==> src/qte_pkg.sv <==
package qte_pkg;

    // Input and output field widths.
    localparam int QW        = 16;
    localparam int ANGLE_W   = 16;

    // Square root datapath: the radicand is a Q30 value below 2^34 shifted left by 20.
    localparam int RAD_W     = 54;
    localparam int ROOT_W    = RAD_W / 2;
    localparam int REM_W     = ROOT_W + 3;
    localparam int ARG_W     = 36;

    // CORDIC datapath.
    localparam int X_W       = 37;
    localparam int Z_W       = 36;
    localparam int ATAN_LEN  = 24;
    localparam int CORDIC_STAGES_DEF = 16;

    localparam logic signed [Z_W-1:0] HALF_PI_Q30      = 36'sd1686629713;
    localparam logic signed [Z_W-1:0] FILE_HALF_PI_Q30 = 36'sd1686628352;
    localparam logic signed [ARG_W-1:0] ONE_Q30        = 36'sd1073741824;
    localparam logic signed [ANGLE_W-1:0] ANGLE_MAX    = 16'sd25736;

    // atan(2^-i) in Q30, rounded to nearest.
    function automatic logic signed [Z_W-1:0] atan_q30(input int i);
        logic signed [Z_W-1:0] r;
        case (i)
            0:       r = 36'sd843314857;
            1:       r = 36'sd497837829;
            2:       r = 36'sd263043837;
            3:       r = 36'sd133525159;
            4:       r = 36'sd67021687;
            5:       r = 36'sd33543516;
            6:       r = 36'sd16775851;
            7:       r = 36'sd8388437;
            8:       r = 36'sd4194283;
            9:       r = 36'sd2097149;
            10:      r = 36'sd1048576;
            11:      r = 36'sd524288;
            12:      r = 36'sd262144;
            13:      r = 36'sd131072;
            14:      r = 36'sd65536;
            15:      r = 36'sd32768;
            16:      r = 36'sd16384;
            17:      r = 36'sd8192;
            18:      r = 36'sd4096;
            19:      r = 36'sd2048;
            20:      r = 36'sd1024;
            21:      r = 36'sd512;
            22:      r = 36'sd256;
            23:      r = 36'sd128;
            default: r = '0;
        endcase
        return r;
    endfunction

endpackage

==> src/qte_cordic_cell.sv <==
// One vectoring CORDIC micro-rotation with a fixed shift.
module qte_cordic_cell
    import qte_pkg::*;
#(
    parameter int SHIFT = 0
)
(
    input  logic                  clk,
    input  logic                  en,
    input  logic signed [X_W-1:0] x_in,
    input  logic signed [X_W-1:0] y_in,
    input  logic signed [Z_W-1:0] z_in,
    output logic signed [X_W-1:0] x_out,
    output logic signed [X_W-1:0] y_out,
    output logic signed [Z_W-1:0] z_out
);

    localparam logic signed [Z_W-1:0] ATAN = atan_q30(SHIFT);

    logic signed [X_W-1:0] x_reg, y_reg, x_next, y_next;
    logic signed [Z_W-1:0] z_reg, z_next;
    logic signed [X_W-1:0] dx, dy;

    always_comb
    begin
        dx = y_in >>> SHIFT;
        dy = x_in >>> SHIFT;
        if (!y_in[X_W-1])
        begin
            x_next = x_in + dx;
            y_next = y_in - dy;
            z_next = z_in + ATAN;
        end
        else
        begin
            x_next = x_in - dx;
            y_next = y_in + dy;
            z_next = z_in - ATAN;
        end
    end

    always_ff @(posedge clk)
    begin
        if (en)
        begin
            x_reg <= x_next;
            y_reg <= y_next;
            z_reg <= z_next;
        end
    end

    assign x_out = x_reg;
    assign y_out = y_reg;
    assign z_out = z_reg;

endmodule

==> config.mk <==
export PLATFORM = sky130hd
export DESIGN_NAME = qte_cordic_cell
export DESIGN_NICKNAME = d
export VERILOG_FILES = /design/src/qte_pkg.sv /design/src/qte_cordic_cell.sv
export SDC_FILE = /design/constraint.sdc
export NUM_CORES = 1
export LEC_CHECK = 0
export BUFFER_PORTS_ARGS = -buffer_cell sky130_fd_sc_hd__buf_2
export CORE_MARGIN = 3
export CORE_UTILIZATION = 35
export DETAILED_ROUTE_END_ITERATION = 16
export SYNTH_ARGS = -nofsm -noshare
export SYNTH_HDL_FRONTEND = slang
export SYNTH_SLANG_ARGS = --single-unit
==> constraint.sdc <==
create_clock -name clk -period 4.5 [get_ports clk]
set_input_delay 0.675 -clock clk [delete_from_list [all_inputs] [get_ports clk]]
set_output_delay 0.675 -clock clk [all_outputs]
set_load 0.02 [all_outputs]
==> results of run 1 <==
[stage by stage]
stage | util | hold WS, ps
finish | 0.412 | 637
global route | 0.412 | 639
CTS | 0.412 | 627
detailed placement | 0.403 | 1010
global placement | 0.403 | 995
floorplan | - | 787
[cells by family after synthesis]
logic type	after synthesis	synth area share
fa+ha+maj	146	0.160
flops	109	0.282
mux	16	0.0138
xor+xnor	101	0.0762
buf+inv	182	0.0614
compound gates	467	0.265
simple gates	337	0.141
[sequential cells by signal (all words and copies together) (netlist names)]
signal  count
x_out      37
y_out      36
z_out      36
[power groups by stage]
stage / clock (W) / sequential, W / combinational (W)
finish: 0.000789 / 0.00141 / 0.00180
global route: 0.000843 / 0.00142 / 0.00195
CTS: 0.000813 / 0.00141 / 0.00178
detailed placement: 0 / 0.00143 / 0.00178
global placement: 0 / 0.00143 / 0.00178
floorplan: 0 / 0.00164 / 0.000961
[placed cells by master (no fill, tap or decap), drive strengths merged, types with 5 or more instances in the layout]
cell,count
or2,5
a221oi,5
ha,142
o211ai,15
o21a,17
or3,9
o21ai,90
nor4,10
o31a,9
edfxtp,109
xor2,16
a211oi,18
o21bai,20
a221o,6
a31oi,10
xnor2,85
inv,128
mux2i,16
o31ai,20
nor2b,13
and2,6
nand2,80
clkbuf,9
o221ai,5
and4,6
nand2b,10
a21boi,8
nand3,32
nor3,23
o2111ai,7
nand4,13
o311ai,5
buf,237
o22ai,8
and3,9
a21o,36
a21oi,157
nor2,109
[layer usage]
| layer | track usage | wire, um | up-vias |
|---|---|---|---|
| li1 | - | - | 5339 |
| met1 | 0.302 | 17900 | 5219 |
| met2 | 0.326 | 16900 | 459 |
| met3 | 0.0320 | 2780 | 54 |
| met4 | 0.0618 | 943 | 0 |
| met5 | 0 | 0 | - |
[layout make-up]
cell class	instances	area share
Clock buffer	9	0.0168
Clock inverter	7	0.00419
Inverter	126	0.0352
Multi-Input combinational cell	1067	0.567
Sequential cell	109	0.244
Tap cell	442	0.0412
Timing Repair Buffer	237	0.0917
[worst min-delay path by stage]
stage / endpoint / slack, ps / cells after the start
2_1_floorplan: x_out[0]$_DFFE_PP_ / 790 / 0
3_3_place_gp: y_out[36]$_DFFE_PP_ / 1000 / 2
3_5_place_dp: y_out[36]$_DFFE_PP_ / 1010 / 2
4_1_cts: y_out[36]$_DFFE_PP_ / 630 / 2
5_1_grt: y_out[36]$_DFFE_PP_ / 640 / 2
6_report: y_out[36]$_DFFE_PP_ / 640 / 2
==> impl_metrics.py, run 1 <==
metrics = {
    "outcome": {
        "status": "finished, final reports clean",
    },
    "clocking": {
        "cts_root_buf": "clkbuf_16",
        "ctsResizeCount": 0,
        "cts_setup_buffers": 0,
        "holdBufCountCts": 0,
        "h-tree-depth": 3,
        "cts.sinks": 109,
        "numCtsBuffers": 9,
        "cts_tree": "done",
        "path_clk_slew_ps": 80,
        "cts_max_path_buffers": 2,
    },
    "sta": {
        "worst_pin_slew_ps": 1000,
        "hold_viol_final": 0,
        "setup_viol_count_final": 0,
        "clock.fmax_mhz": 266,
        "max_slew_margin": 0.331,
        "finalCriticalPeriod_ps": 3760,
        "fin_ws_ps": 736,
        "slew_violations": 0,
        "rsz0062_at_grt": "no",
        "fin_setup_tns_ps": 0,
        "timing.final.crit_share": 0.836,
    },
    "synth": {
        "synthArstFlopShare": 0,
        "synthTopCellsByArea": "edfxtp_1 28%, ha_1 15%, a21oi_1 6.7%, xnor2_1 6.4%, inv_1 4.0%",
        "ys_seq_area_frac": 0.282,
        "synth_edf_count": 109,
        "ys_ff_latch": 109,
        "synth_cell_type_count": 86,
        "syn_area_per_cell_um2": 8.55,
        "yosys-top-cells-count": "156 x a21oi_1, 142 x ha_1, 123 x inv_1",
        "synth_top_area_cell": "edfxtp_1",
        "syn_nets": 1616,
        "synthCells": 1358,
        "synth_most_common_cell": "a21oi_1",
        "yosys_warnings": 0,
        "yosys_most_used_dff": "edfxtp_1",
        "syn_area_um2": 11600,
        "synth_top_area_frac": 0.282,
    },
    "cells_and_area": {
        "antenna_cells": 0,
        "fin_cells": 1997,
        "drive_gt1_frac": 0.183,
        "seq_area_um2": 3270,
        "nets": 1808,
        "num-fill-cells": 3362,
        "final_cell_area_um2": 13400,
        "multi_input_area_um2": 7620,
        "area_growth_pct": 15.7,
    },
    "setup_path": {
        "cp.arrival_ps": 3870,
        "slowest_stage": "or4_1",
        "worstSetupEndpointType": "register",
        "path_cells": "buf_2 -> inv_1 -> ha_1 -> or4_1 -> a21oi_1 -> o311ai_1 -> a211oi_2 -> nor2_1 -> o311ai_1 -> a22oi_1 -> xnor2_1",
        "critPathLaunchType": "primary input",
        "crit_buf_inv": 2,
        "crit_cells": 11,
        "cp_max_fo": 13,
        "crit_type": "in -> reg",
        "crit_family": "compound AO/OA/AOI/OAI gates",
        "crit_start": "x_in[13]",
        "crit_end": "y_out[28]$_DFFE_PP_",
        "critPathMaxStageDelay_ps": 660,
        "cpMostUsedCell": "o311ai_1",
        "cp.required_ps": 4610,
    },
    "global_route": {
        "overflow": 0,
        "grt_pass1_wl_um": 59400,
        "antenna_found_initial": 0,
        "grt_max_degree": 93,
        "grt.total_usage": 0.210,
        "first_global_vias": 10700,
    },
    "power": {
        "swShare": 0.408,
        "p_switching_w": 0.00163,
        "p_total_w": 0.00400,
        "pwr-share-comb": 0.451,
        "power_frac_seq": 0.352,
        "intPower_w": 0.00237,
        "p_clk_frac": 0.197,
        "power_density_nw_per_um2": 298,
        "leakage_nw": 5.91,
        "ir_worst_vdd_uv": 154,
    },
    "worst_hold_path": {
        "hp-class": "in -> reg",
        "min_from": "x_in[36]",
    },
    "place": {
        "post_dp_cell_area_um2": 13200,
        "place.gp.congestion": 0.924,
        "dpl_worst_slack_ps": 425,
        "placedCellCount": 1981,
        "dp_hpwl_um": 31100,
        "port_buffers": 221,
    },
    "die": {
        "start_util": 0.356,
        "io_pins": 222,
        "dieHeight_um": 188,
        "die_w_um": 188,
        "rows": 66,
        "die_area_um2": 35400,
        "core_area_um2": 32600,
    },
    "route": {
        "vias": 11100,
        "drt_iter0_drc": 1112,
        "wl_per_cell_um": 19.3,
        "antenna_left": 0,
        "drt_wl_total_um": 38500,
        "drc": 0,
        "routed_via_density": 5.54,
        "dr.pass1.iters": 5,
    },
    "job": {
        "maxCapViolCount": 0,
    },
}
Note: power is estimated with default switching activity, not from simulation.
==> run 2, diff against run 1 <==
==> constraint.sdc (replaced) <==
create_clock -name clk -period 3.5 [get_ports clk]
set_input_delay 0.525 -clock clk [delete_from_list [all_inputs] [get_ports clk]]
set_output_delay 0.525 -clock clk [all_outputs]
set_load 0.02 [all_outputs]
==> impl_metrics.py, run 2 (synthesis results as in run 1) <==
metrics = {
    "setup_path": {
        "cp.arrival_ps": 3430,
        "cp_max_fo": 3,
        "crit_type": "in -> reg",
        "critPathLaunchType": "primary input",
        "worstSetupEndpointType": "register",
        "crit_start": "x_in[0]",
        "crit_end": "x_out[34]$_DFFE_PP_",
        "cp.required_ps": 3610,
    },
    "sta": {
        "setup_viol_count_final": 0,
        "finalCriticalPeriod_ps": 3320,
        "timing.final.crit_share": 0.948,
        "fin_setup_tns_ps": 0,
        "fin_ws_ps": 180,
        "hold_slack_ps": 496,
        "max_slew_margin": 0.431,
        "hold_viol_final": 0,
        "worst_pin_slew_ps": 854,
        "rsz0062_at_grt": "no",
        "clock.fmax_mhz": 301,
        "slew_violations": 0,
    },
    "route": {
        "vias": 11500,
        "drc": 0,
        "drt_wl_total_um": 39600,
        "routed_via_density": 5.40,
        "dr.pass1.iters": 5,
        "antenna_left": 0,
        "drt_iter0_drc": 830,
        "wl_per_cell_um": 18.6,
    },
    "cells_and_area": {
        "drive_gt1_frac": 0.248,
        "antenna_cells": 0,
        "layout_common_cells": "219 x buf_2, 156 x a21oi_1, 149 x buf_4",
        "final_cell_area_um2": 14500,
        "final_common_cell": "buf_2",
        "fin_cells": 2129,
        "nets": 1940,
        "largest_reg_flops": 37,
        "area_growth_pct": 24.7,
    },
    "power": {
        "intPower_w": 0.00328,
        "p_clk_frac": 0.198,
        "power_density_nw_per_um2": 374,
        "p_switching_w": 0.00214,
        "swShare": 0.395,
        "power_frac_seq": 0.332,
        "ir_worst_vdd_uv": 295,
        "leakage_nw": 6.57,
        "pwr-share-comb": 0.470,
    },
    "place": {
        "port_buffers": 221,
        "post_dp_cell_area_um2": 14200,
        "place.gp.congestion": 0.939,
        "dpl_worst_slack_ps": -302,
        "dp_hpwl_um": 33000,
        "placedCellCount": 2113,
    },
    "die": {
        "die_w_um": 188,
        "dieHeight_um": 188,
        "io_pins": 222,
        "die_area_um2": 35400,
        "start_util": 0.356,
        "core_area_um2": 32600,
        "rows": 66,
    },
    "clocking": {
        "cts_max_path_buffers": 2,
        "numCtsBuffers": 9,
        "cts_setup_buffers": 0,
        "path_clk_slew_ps": 80,
        "h-tree-depth": 3,
        "holdBufCountCts": 0,
        "cts.sinks": 109,
        "ctsResizeCount": 0,
        "cts_root_buf": "clkbuf_16",
        "cts_tree": "done",
    },
    "global_route": {
        "grt_pass1_wl_um": 61600,
        "grt.total_usage": 0.218,
        "grt_max_degree": 79,
        "overflow": 0,
        "first_global_vias": 11100,
        "antenna_found_initial": 0,
    },
    "outcome": {
        "status": "finished, final reports clean",
    },
    "worst_hold_path": {
        "min_from": "x_in[36]",
        "hp-class": "in -> reg",
    },
    "job": {
        "maxCapViolCount": 0,
    },
}
[run 2: cell types whose count changed in the layout (fill, tap and decap cells not counted), sizes merged]
| cell | before | now |
|---|---|---|
| inv | 128 | 127 |
| bufinv | 0 | 1 |
| buf | 237 | 369 |
| clkinvlp | 1 | 0 |
| clkinv | 4 | 5 |
[run 2: per-stage QoR]
stage	total power [W]	utilization
6_report	0.00541	0.444
5_1_grt	0.00570	0.444
4_1_cts	0.00542	0.443
3_5_place_dp	0.00434	0.434
3_3_place_gp	0.00432	0.434
2_1_floorplan	0.00335	-
[run 2: layout make-up]
| class | count | area [um2] |
|---|---|---|
| Inverter | 126 | 474 |
| Clock inverter | 7 | 73.8 |
| Timing Repair Buffer | 369 | 2230 |
| Fill cell | 3236 | 18100 |
| Multi-Input combinational cell | 1067 | 7640 |
| Sequential cell | 109 | 3270 |
| Tap cell | 442 | 553 |
| Clock buffer | 9 | 225 |
[run 2: worst min-delay path by stage]
stage	cells past startpoint	endpoint	slack (ps)
floorplan	0	x_out[0]$_DFFE_PP_	640
global placement	2	y_out[36]$_DFFE_PP_	850
detailed placement	2	y_out[36]$_DFFE_PP_	850
CTS	2	y_out[36]$_DFFE_PP_	470
global route	2	y_out[36]$_DFFE_PP_	470
finish	2	y_out[36]$_DFFE_PP_	500
[run 2: power groups by stage]
stage / Combinational [W] / Sequential [W] / Clock [W]
floorplan: 0.00124 / 0.00211 / 0
global placement: 0.00249 / 0.00183 / 0
detailed placement: 0.00251 / 0.00183 / 0
CTS: 0.00252 / 0.00180 / 0.00110
global route: 0.00274 / 0.00182 / 0.00114
finish: 0.00254 / 0.00180 / 0.00107
[run 2: worst max-delay path: stages]
cell and delay (ps):
buf_2 110, ha_1 210, inv_1 70, fa_1 200
nor3_1 60, buf_4 140, o311ai_1 420, a21oi_2 130
buf_4 160, o31ai_2 320, a31oi_2 170, a31oi_1 380
nor2_1 120, a311oi_2 320, xnor2_1 100
[run 2: metal layers]
| layer | share of wire | GRT usage | up-vias |
|---|---|---|---|
| met5 | 0 | 0 | - |
| met4 | 0.022 | 0.0595 | 0 |
| met3 | 0.068 | 0.0284 | 47 |
| met2 | 0.44 | 0.344 | 424 |
| met1 | 0.47 | 0.312 | 5436 |
| li1 | - | - | 5580 |
