[src/qte_pkg.sv]
package qte_pkg;

    // Input and output field widths.
    localparam int QW        = 16;
    localparam int ANGLE_W   = 16;

    // Square root datapath: the radicand is a Q30 value below 2^34 shifted left by 20.
    localparam int RAD_W     = 54;
    localparam int ROOT_W    = RAD_W / 2;
    localparam int REM_W     = ROOT_W + 3;
    localparam int ARG_W     = 36;

    // CORDIC datapath.
    localparam int X_W       = 37;
    localparam int Z_W       = 36;
    localparam int ATAN_LEN  = 24;
    localparam int CORDIC_STAGES_DEF = 16;

    localparam logic signed [Z_W-1:0] HALF_PI_Q30      = 36'sd1686629713;
    localparam logic signed [Z_W-1:0] FILE_HALF_PI_Q30 = 36'sd1686628352;
    localparam logic signed [ARG_W-1:0] ONE_Q30        = 36'sd1073741824;
    localparam logic signed [ANGLE_W-1:0] ANGLE_MAX    = 16'sd25736;

    // atan(2^-i) in Q30, rounded to nearest.
    function automatic logic signed [Z_W-1:0] atan_q30(input int i);
        logic signed [Z_W-1:0] r;
        case (i)
            0:       r = 36'sd843314857;
            1:       r = 36'sd497837829;
            2:       r = 36'sd263043837;
            3:       r = 36'sd133525159;
            4:       r = 36'sd67021687;
            5:       r = 36'sd33543516;
            6:       r = 36'sd16775851;
            7:       r = 36'sd8388437;
            8:       r = 36'sd4194283;
            9:       r = 36'sd2097149;
            10:      r = 36'sd1048576;
            11:      r = 36'sd524288;
            12:      r = 36'sd262144;
            13:      r = 36'sd131072;
            14:      r = 36'sd65536;
            15:      r = 36'sd32768;
            16:      r = 36'sd16384;
            17:      r = 36'sd8192;
            18:      r = 36'sd4096;
            19:      r = 36'sd2048;
            20:      r = 36'sd1024;
            21:      r = 36'sd512;
            22:      r = 36'sd256;
            23:      r = 36'sd128;
            default: r = '0;
        endcase
        return r;
    endfunction

endpackage

[src/qte_sqrt_cell.sv]
// One digit of a restoring integer square root: two radicand bits in, one root bit out.
module qte_sqrt_cell
    import qte_pkg::*;
(
    input  logic              clk,
    input  logic              en,
    input  logic [RAD_W-1:0]  rad_in,
    input  logic [REM_W-1:0]  rem_in,
    input  logic [ROOT_W-1:0] root_in,
    output logic [RAD_W-1:0]  rad_out,
    output logic [REM_W-1:0]  rem_out,
    output logic [ROOT_W-1:0] root_out
);

    logic [RAD_W-1:0]  rad_reg;
    logic [REM_W-1:0]  rem_reg;
    logic [ROOT_W-1:0] root_reg;
    logic [RAD_W-1:0]  rad_next;
    logic [REM_W-1:0]  rem_next;
    logic [ROOT_W-1:0] root_next;
    logic [REM_W-1:0]  rem_sh;
    logic [REM_W-1:0]  trial;
    logic              fits;

    always_comb
    begin
        rem_sh    = {rem_in[REM_W-3:0], rad_in[RAD_W-1 -: 2]};
        trial     = {1'b0, root_in, 2'b01};
        fits      = (rem_sh >= trial);
        rem_next  = fits ? (rem_sh - trial) : rem_sh;
        root_next = {root_in[ROOT_W-2:0], fits};
        rad_next  = {rad_in[RAD_W-3:0], 2'b00};
    end

    always_ff @(posedge clk)
    begin
        if (en)
        begin
            rad_reg  <= rad_next;
            rem_reg  <= rem_next;
            root_reg <= root_next;
        end
    end

    assign rad_out  = rad_reg;
    assign rem_out  = rem_reg;
    assign root_out = root_reg;

endmodule

[config.mk]
export PLATFORM = sky130hd
export DESIGN_NAME = qte_sqrt_cell
export DESIGN_NICKNAME = d
export VERILOG_FILES = /design/src/qte_pkg.sv /design/src/qte_sqrt_cell.sv
export SDC_FILE = /design/constraint.sdc
export NUM_CORES = 1
export LEC_CHECK = 0
export ABC_AREA = 1
export BUFFER_PORTS_ARGS = -buffer_cell sky130_fd_sc_hd__buf_2
export CAP_MARGIN = 20
export CORE_MARGIN = 2
export CORE_UTILIZATION = 54
export DETAILED_ROUTE_END_ITERATION = 12
export PLACE_DENSITY = 0.86
export SYNTH_ARGS = -nofsm -noshare
export SYNTH_HDL_FRONTEND = slang
export SYNTH_SLANG_ARGS = --single-unit
[constraint.sdc]
create_clock -name clk -period 3.6 [get_ports clk]
set_input_delay 0.18 -clock clk [delete_from_list [all_inputs] [get_ports clk]]
set_output_delay 0.18 -clock clk [all_outputs]
set_load 0.02 [all_outputs]
==> results.yml, run 1 <==
sta:
  worstMarginPinSlew_ps: 541
  fin_crit_sh: 0.739
  layout_setup_ws_ps: 941
  final-max-slew-violation-count: 0
  setup_violations: 0
  hold_violations: 0
  finalCriticalPeriod_ps: 2660
  rsz0062_at_grt: "false"
  slew_headroom: 0.640
  fmax_mhz: 376
  tns_ps: 0
clock_tree:
  htree_levels: 3
  cts_tree: "done"
  clockRootBuffer: "clkbuf_8"
  cts_max_path_buffers: 2
  numCtsBuffers: 9
  clock_sinks: 109
  clk_pin_slew_ps: 110
layout:
  diodes: 0
  layout-drive-gt1-share: 0.243
  fin_util: 0.755
  fillCellCount: 781
  finish.net_count: 1155
  area_growth_pct: 35.8
die:
  fp-row-count: 38
  initial_core_util: 0.556
  core_area_um2: 10900
  die_w_um: 110
  die_height_um: 110
  ios: 224
  dieArea_um2: 12100
yosys:
  yosys.area_share.xor_xnor: 0.0203
  ys_warn_count: 0
  yosysSeqAreaShare: 0.541
  syn_area_per_cell_um2: 8.50
  yosys.area_share.simple: 0.258
  synth_compound_area_frac: 0.0184
  syn-cell-area_um2: 6050
  synth_top_family_by_area: "simple AND/OR/NAND/NOR gates"
  synth_seq_cells: 109
  synthAdderAreaFrac: 0.0600
  synth_mux_area_frac: 0
  synth_cell_types: 22
  syn_inst: 712
critical_path:
  critPathTopFamily: "simple AND/OR/NAND/NOR gates"
  cp_cell_sequence: "dlygate4sd3_1 > buf_2 > inv_1 > ha_1 > nand2_1 > nor2_2 > nand2_1 > nor2_1 > nand2_1 > nand2_1 > nor2_1 > nand2_4 > inv_4 > nand2_1 > nand2_1"
  cp_slowest_cell: "dlygate4sd3_1"
  cp.buffers_inverters: 4
  cp_max_fo: 32
  cpPeakStageDelay_ps: 560
  worst_setup_path_start_kind: "input port"
  arrival_ps: 2780
  crit_top_cell: "nand2_1"
  critPathKind: "in -> reg"
  crit_path_end_kind: "register"
  required_ps: 3720
global_route:
  grt_pass1_wl_mm: 25.7
  antenna_found_initial: 0
  grt.total_usage: 0.281
  grt_max_degree: 90
  grt_pass1_vias: 5490
  grt_overflow_total: 0
power:
  combPwrFrac: 0.284
  p_int_mw: 2.13
  switching_share: 0.331
  p_leak_nw: 4.36
  ir_drop_mv: 0.214
  pwr-share-clk: 0.219
  p_per_area_nw_per_um2: 387
  power_frac_seq: 0.497
  netSwitchingPower_mw: 1.05
  p_total_mw: 3.18
detailed_routing:
  firstDrtPassIters: 5
  vias: 5679
  via_per_inst: 4.91
  wirelength_mm: 17.3
  drc: 0
  drt_iter0_markers: 456
  ant_nets: 0
  wl_per_cell_um: 15.0
place:
  gp_congestion: 0.904
  hpwlAfterDp_mm: 11.7
  place_ws_ps: 1170
  portBuffers: 219
worst_hold_path:
  hold_path.class: "in -> reg"
flow_run:
  cap_violations: 0
run_status:
  outcome: "finished, final reports clean"
metal layers:
metal,up-vias,part of all wire,global-route usage
met4,0,0.034,0.118
met2,246,0.51,0.510
li1,2820,-,-
met1,2563,0.39,0.322
met5,-,0,0
met3,50,0.070,0.0522
sequential cells by signal (all words and copies together), names as in the netlist:
name and flops:
rem_out 30, rad_out 52, root_out 27
final timing paths:
check      endpoint        start  cells after the start  slack, ps
max      rem_out[8]  root_in[14]                     15        940
min    root_out[11]  root_in[10]                      1         10
power groups by stage:
| stage | Clock [mW] | Sequential, mW | Combinational [mW] |
|---|---|---|---|
| finish | 0.695 | 1.58 | 0.904 |
| floorplan | 0 | 1.77 | 0.356 |
| detailed placement | 0 | 1.60 | 0.818 |
| global route | 0.744 | 1.59 | 0.991 |
| global placement | 0 | 1.60 | 0.803 |
| CTS | 0.699 | 1.58 | 0.879 |
synthesized netlist by cell type, drive strengths merged:
master | count | area [um2]
nand2 | 287 | 1080
inv | 148 | 558
edfxtp | 109 | 3270
nand3 | 41 | 210
nor2 | 38 | 158
ha | 29 | 363
a21oi | 16 | 83.8
xor2 | 14 | 123
buf | 7 | 60.1
nand4 | 6 | 37.5
nand3b | 4 | 30.0
nor3 | 4 | 20.0
o21ai | 4 | 20.0
and2 | 3 | 18.8
a21o | 1 | 7.51
conb | 1 | 3.75
layout make-up:
| type | instances | area, um2 | area share |
|---|---|---|---|
| sequential | 109 | 3270 | 0.398 |
| tap | 140 | 175 | 0.0213 |
| multi-input combinational | 449 | 2160 | 0.263 |
| inverter | 148 | 558 | 0.0679 |
| clock buffer | 9 | 124 | 0.0151 |
| clock inverter | 6 | 48.8 | 0.00594 |
| timing repair buffer | 296 | 1870 | 0.228 |
cells by family after synthesis:
logic type,count (synthesis)
AO/OA/AOI/OAI,21
buffers and inverters,155
AND/OR/NAND/NOR,383
adder cells (fa/ha/maj),29
XOR/XNOR,14
flip-flops,109
other,1
cells in the final DEF, fill, tap and decap left out, drive strengths merged, types with 3 or more instances in the layout:
cell type,synthesis,final
nand2,287,287
buf,7,222
inv,148,150
edfxtp,109,109
dlygate4sd3,0,74
nand3,41,41
nor2,38,38
ha,29,29
a21oi,16,16
xor2,14,14
clkbuf,0,9
nand4,6,6
nor3,4,4
o21ai,4,4
nand3b,4,4
and2,3,3
what timing repair did:
action / in CTS / in global routing
endpoints found under the setup margin: 0 / 0
gates resized for setup: 0 / 0
setup buffers: 0 / 0
hold endpoints to repair: 68 / 6
hold buffers: 68 / 6
through the flow:
step / instance area [um2] / cells / hold WS (ps)
3_5_place_dp: 7280 / 1067 / 358
3_3_place_gp: 7280 / 1067 / 356
5_1_grt: 8220 / 1157 / 0.815
2_1_floorplan: 6050 / 713 / 279
4_1_cts: 8140 / 1150 / 0.155
6_report: 8220 / 1157 / 14.1
Note: power is estimated with default switching activity, not from simulation.
==> inputs of run 2 (changes only) <==
CORE_UTILIZATION = 50   (was 54)
PLACE_DENSITY = 0.81   (was 0.86)
clock period = 2.6 ns   (was 3.6 ns; I/O delays follow)
==> run 2 against run 1 <==
Compared with the run above:
- combinational power is 40% higher
- largest cell class unchanged
- critical endpoint is now rem_out[20]
- largest power group unchanged
- die area grew 7.7%
- worst hold slack improved by 46 ps
==> results.yml, run 2 (synthesis results as in run 1) <==
run_status:
  outcome: "finished, final reports clean"
critical_path:
  critPathTopFamily: "simple AND/OR/NAND/NOR gates"
  crit_path_end_kind: "register"
  crit_top_cell: "nand2_1"
  cp.depth: 15
  cp.buffers_inverters: 5
  required_ps: 2710
  cp_cell_sequence: "dlygate4sd3_1 > buf_2 > inv_1 > ha_1 > nand2_1 > nor2_2 > nand2_1 > nand2_1 > inv_1 > nand2_1 > nand2_1 > nand2_4 > inv_4 > nand2_1 > nand2_1"
  cp_max_fo: 28
  worst_setup_path_start_kind: "input port"
  cp_slowest_cell: "dlygate4sd3_1"
  cpPeakStageDelay_ps: 520
  arrival_ps: 2460
  critPathKind: "in -> reg"
place:
  place_ws_ps: 333
  place_area_um2: 7340
  hpwlAfterDp_mm: 11.8
  portBuffers: 219
  gp_congestion: 0.947
sta:
  rsz0062_at_grt: "false"
  final-max-slew-violation-count: 0
  slew_headroom: 0.575
  setup_violations: 0
  layout_setup_ws_ps: 246
  fmax_mhz: 425
  fin_crit_sh: 0.906
  tns_ps: 0
  finalCriticalPeriod_ps: 2350
  hold_violations: 0
  worstMarginPinSlew_ps: 638
die:
  initial_core_util: 0.508
  die_w_um: 114
  ios: 224
  core_area_um2: 11900
  dieArea_um2: 13000
  fp-row-count: 40
  die_height_um: 114
detailed_routing:
  wirelength_mm: 17.2
  ant_nets: 0
  firstDrtPassIters: 5
  drt_iter0_markers: 237
  drc: 0
  wl_per_cell_um: 14.6
  vias: 5647
  via_per_inst: 4.81
global_route:
  grt_pass1_wl_mm: 26.6
  antenna_found_initial: 1
  grt_pass1_vias: 5538
  grt.total_usage: 0.265
  grt_overflow_total: 0
  grt_max_degree: 47
power:
  p_leak_nw: 4.48
  p_total_mw: 4.89
  p_per_area_nw_per_um2: 577
  ir_drop_mv: 0.358
clock_tree:
  htree_levels: 3
  cts_max_path_buffers: 2
  numCtsBuffers: 9
  clock_sinks: 109
  clk_pin_slew_ps: 70
  cts_tree: "done"
  clockRootBuffer: "clkbuf_16"
  post_cts_resized: 0
flow_run:
  cap_violations: 0
worst_hold_path:
  hold_path.class: "in -> reg"
  hold_depth: 3
layout:
  final_cell_mix: "nand2_1, buf_2, inv_1, edfxtp_1, dlygate4sd3_1"
  layout_commonest_cell: "nand2_1"
  fillCellCount: 947
  largest_reg_flops: 52
  layout-drive-gt1-share: 0.246
  finish.net_count: 1164
  area_growth_pct: 40.0
  fin_util: 0.711
  fin_area_um2: 8470
-- run 2: final cells by class --
cell class | instances | area, um2 | share of cell area
clock buffer | 9 | 225 | 0.0266
antenna | 1 | 2.50 | 0.000295
tap | 147 | 184 | 0.0217
timing repair buffer | 305 | 1980 | 0.233
sequential | 109 | 3270 | 0.386
inverter | 148 | 558 | 0.0659
multi-input combinational | 449 | 2160 | 0.255
clock inverter | 7 | 87.6 | 0.0103
-- run 2: final timing paths --
path / startpoint / end
setup / recovery: root_in[10] / rem_out[20]
hold / removal: rem_in[3] / rem_out[5]
-- run 2: routing by layer --
| metal | wire length (um) | vias to the layer above | global-route usage |
|---|---|---|---|
| li1 | - | 2847 | - |
| met5 | 0 | - | 0 |
| met1 | 6850 | 2537 | 0.307 |
| met2 | 8760 | 226 | 0.485 |
| met3 | 1060 | 37 | 0.0510 |
| met4 | 500 | 0 | 0.102 |
-- run 2: repair_timing --
item | in CTS | in global routing
setup buffers | 0 | 4
setup endpoints to repair | 0 | 27
hold buffers | 78 | 0
hold endpoints to repair | 78 | 0
-- run 2: worst min-delay path, delay by kind of cell --
family,cells,cell delay [ps]
simple gates,2,100
buf+inv,1,90
-- run 2: stage by stage --
stage          instances  hold slack, ps
2_1_floorplan        713             229
3_3_place_gp        1076             306
3_5_place_dp        1076             308
4_1_cts             1170            51.4
5_1_grt             1175            64.8
6_report            1175            60.2
-- run 2: report_power, final --
group          leakage [nW]  internal [mW]  switching, mW
clock network         0.154          0.771          0.665
registers              1.07           2.14         0.0445
logic                  3.26          0.470          0.795
==> inputs of run 3 (changes only) <==
==> constraint.sdc (replaced) <==
create_clock -name clk -period 2.6 [get_ports clk]
set_input_delay 0 -clock clk [delete_from_list [all_inputs] [get_ports clk]]
set_output_delay 0 -clock clk [all_outputs]
set_load 0.02 [all_outputs]
==> run 3 against run 2 <==
Compared with the run above:
- combinational power barely moved
- global-route usage barely moved
- sequential share of layout area decreased by 0.79 points
- largest cell class unchanged
- die area unchanged
- first-iteration DRC count grew 41%
==> results.yml, run 3 (synthesis results as in run 1) <==
power:
  ir_drop_mv: 0.338
  p_total_mw: 4.81
  p_leak_nw: 4.54
  p_per_area_nw_per_um2: 557
global_route:
  grt_pass1_wl_mm: 26.8
  grtUsageMet2: 0.489
  grt-busiest-layer: "met2"
  grtUsageMet3: 0.0484
  antenna_found_initial: 1
  grtUsageMet1: 0.306
  grt_max_degree: 76
  grt_overflow_total: 0
  grt_pass1_vias: 5608
  grt.total_usage: 0.266
place:
  portBuffers: 219
  gp_congestion: 0.967
  hpwlAfterDp_mm: 11.5
worst_hold_path:
  hp-start: "rad_in[52]"
  hold_path.class: "in -> reg"
sta:
  rsz0062_at_grt: "false"
  timing.hold.ws_ps: 43.8
  fin_crit_sh: 0.914
  final-max-slew-violation-count: 0
  finalCriticalPeriod_ps: 2380
  fmax_mhz: 421
  hold_violations: 0
  tns_ps: 0
  setup_violations: 0
die:
  fp-row-count: 40
  initial_core_util: 0.508
  die_w_um: 114
  dieArea_um2: 13000
  die_height_um: 114
  ios: 224
  core_area_um2: 11900
clock_tree:
  clock_sinks: 109
  post_cts_resized: 0
  clockRootBuffer: "clkbuf_16"
  post_cts_buffers: 0
  numCtsBuffers: 9
  cts_tree: "done"
  cts_max_path_buffers: 2
  clk_pin_slew_ps: 80
  htree_levels: 3
flow_run:
  cap_violations: 0
layout:
  finish.net_count: 1186
  layout-drive-gt1-share: 0.235
  seqCellArea_um2: 3270
  fillCellCount: 904
  multi_input_area_um2: 2170
  final_cell_mix: "nand2_1, buf_2, inv_1, edfxtp_1, dlygate4sd3_1"
  area_growth_pct: 42.9
  layout_commonest_cell: "nand2_1"
  fin_util: 0.726
  largest_reg_flops: 52
critical_path:
  critPathLaunch: "root_in[15]"
  critPathKind: "in -> reg"
  arrival_ps: 2590
  worst_setup_path_start_kind: "input port"
  worstSetupEndpoint: "rem_out[9]"
  required_ps: 2810
  crit_path_end_kind: "register"
  cp_max_fo: 28
detailed_routing:
  wl_per_cell_um: 14.6
  wirelength_mm: 17.5
  firstDrtPassIters: 4
  via_per_inst: 4.76
  ant_nets: 0
  vias: 5699
  drt_iter0_markers: 335
  drc: 0
run_status:
  outcome: "finished, final reports clean"
## run 3: per-stage QoR
stage	cells	worst slack, ps	instance area (um2)
final	1197	223	8650
after global routing	1197	13.3	8650
after CTS	1195	272	8640
after detailed placement	1074	465	7300
after global placement	1074	493	7300
after floorplan	713	1040	6050
## run 3: final cells by class
cell class | instances | share of cell area
repair buffers | 326 | 0.252
clock inverters | 6 | 0.00622
well taps | 147 | 0.0213
multi-input cells | 450 | 0.251
clock buffers | 10 | 0.0265
diodes | 1 | 0.000289
flip-flops and latches | 109 | 0.379
inverters | 148 | 0.0645
## run 3: what timing repair did
action | CTS | global route
endpoints found under the hold margin | 105 | 0
endpoints found under the setup margin | 0 | 10
hold buffers | 105 | 0
## run 3: how the worst min path moves through the flow
stage | to | slack (ps) | cells after the start
floorplan | rad_out[10] | 100 | 0
global placement | rad_out[30] | 180 | 1
detailed placement | rad_out[5] | 180 | 1
CTS | rem_out[0] | 20 | 2
global route | rem_out[0] | 50 | 2
finish | rem_out[0] | 40 | 2
## run 3: per-layer routing
metal  routed length, um  vias to the layer above
li1                    -                     2887
met1                6920                     2566
met2                9050                      203
met3                 965                       43
met4                 532                        0
met5                   0                        -
## run 3: critical path, stage by stage
cell and delay [ps]:
dlygate4sd3_1 550, buf_2 130, inv_1 40, ha_1 320, nand2_1 160, inv_1 50
nand2_1 60, nand2_1 100, nand2_1 80, a21oi_1 50, nor2_1 320, nand2_4 200
inv_4 330, nand2_1 100, nand2_1 80
## run 3: report_power, final
group | internal (mW) | switching, mW | total, mW
sequential | 2.14 | 0.0476 | 2.19
combinational | 0.482 | 0.800 | 1.28
clock | 0.671 | 0.672 | 1.34
total | 3.29 | 1.52 | 4.81
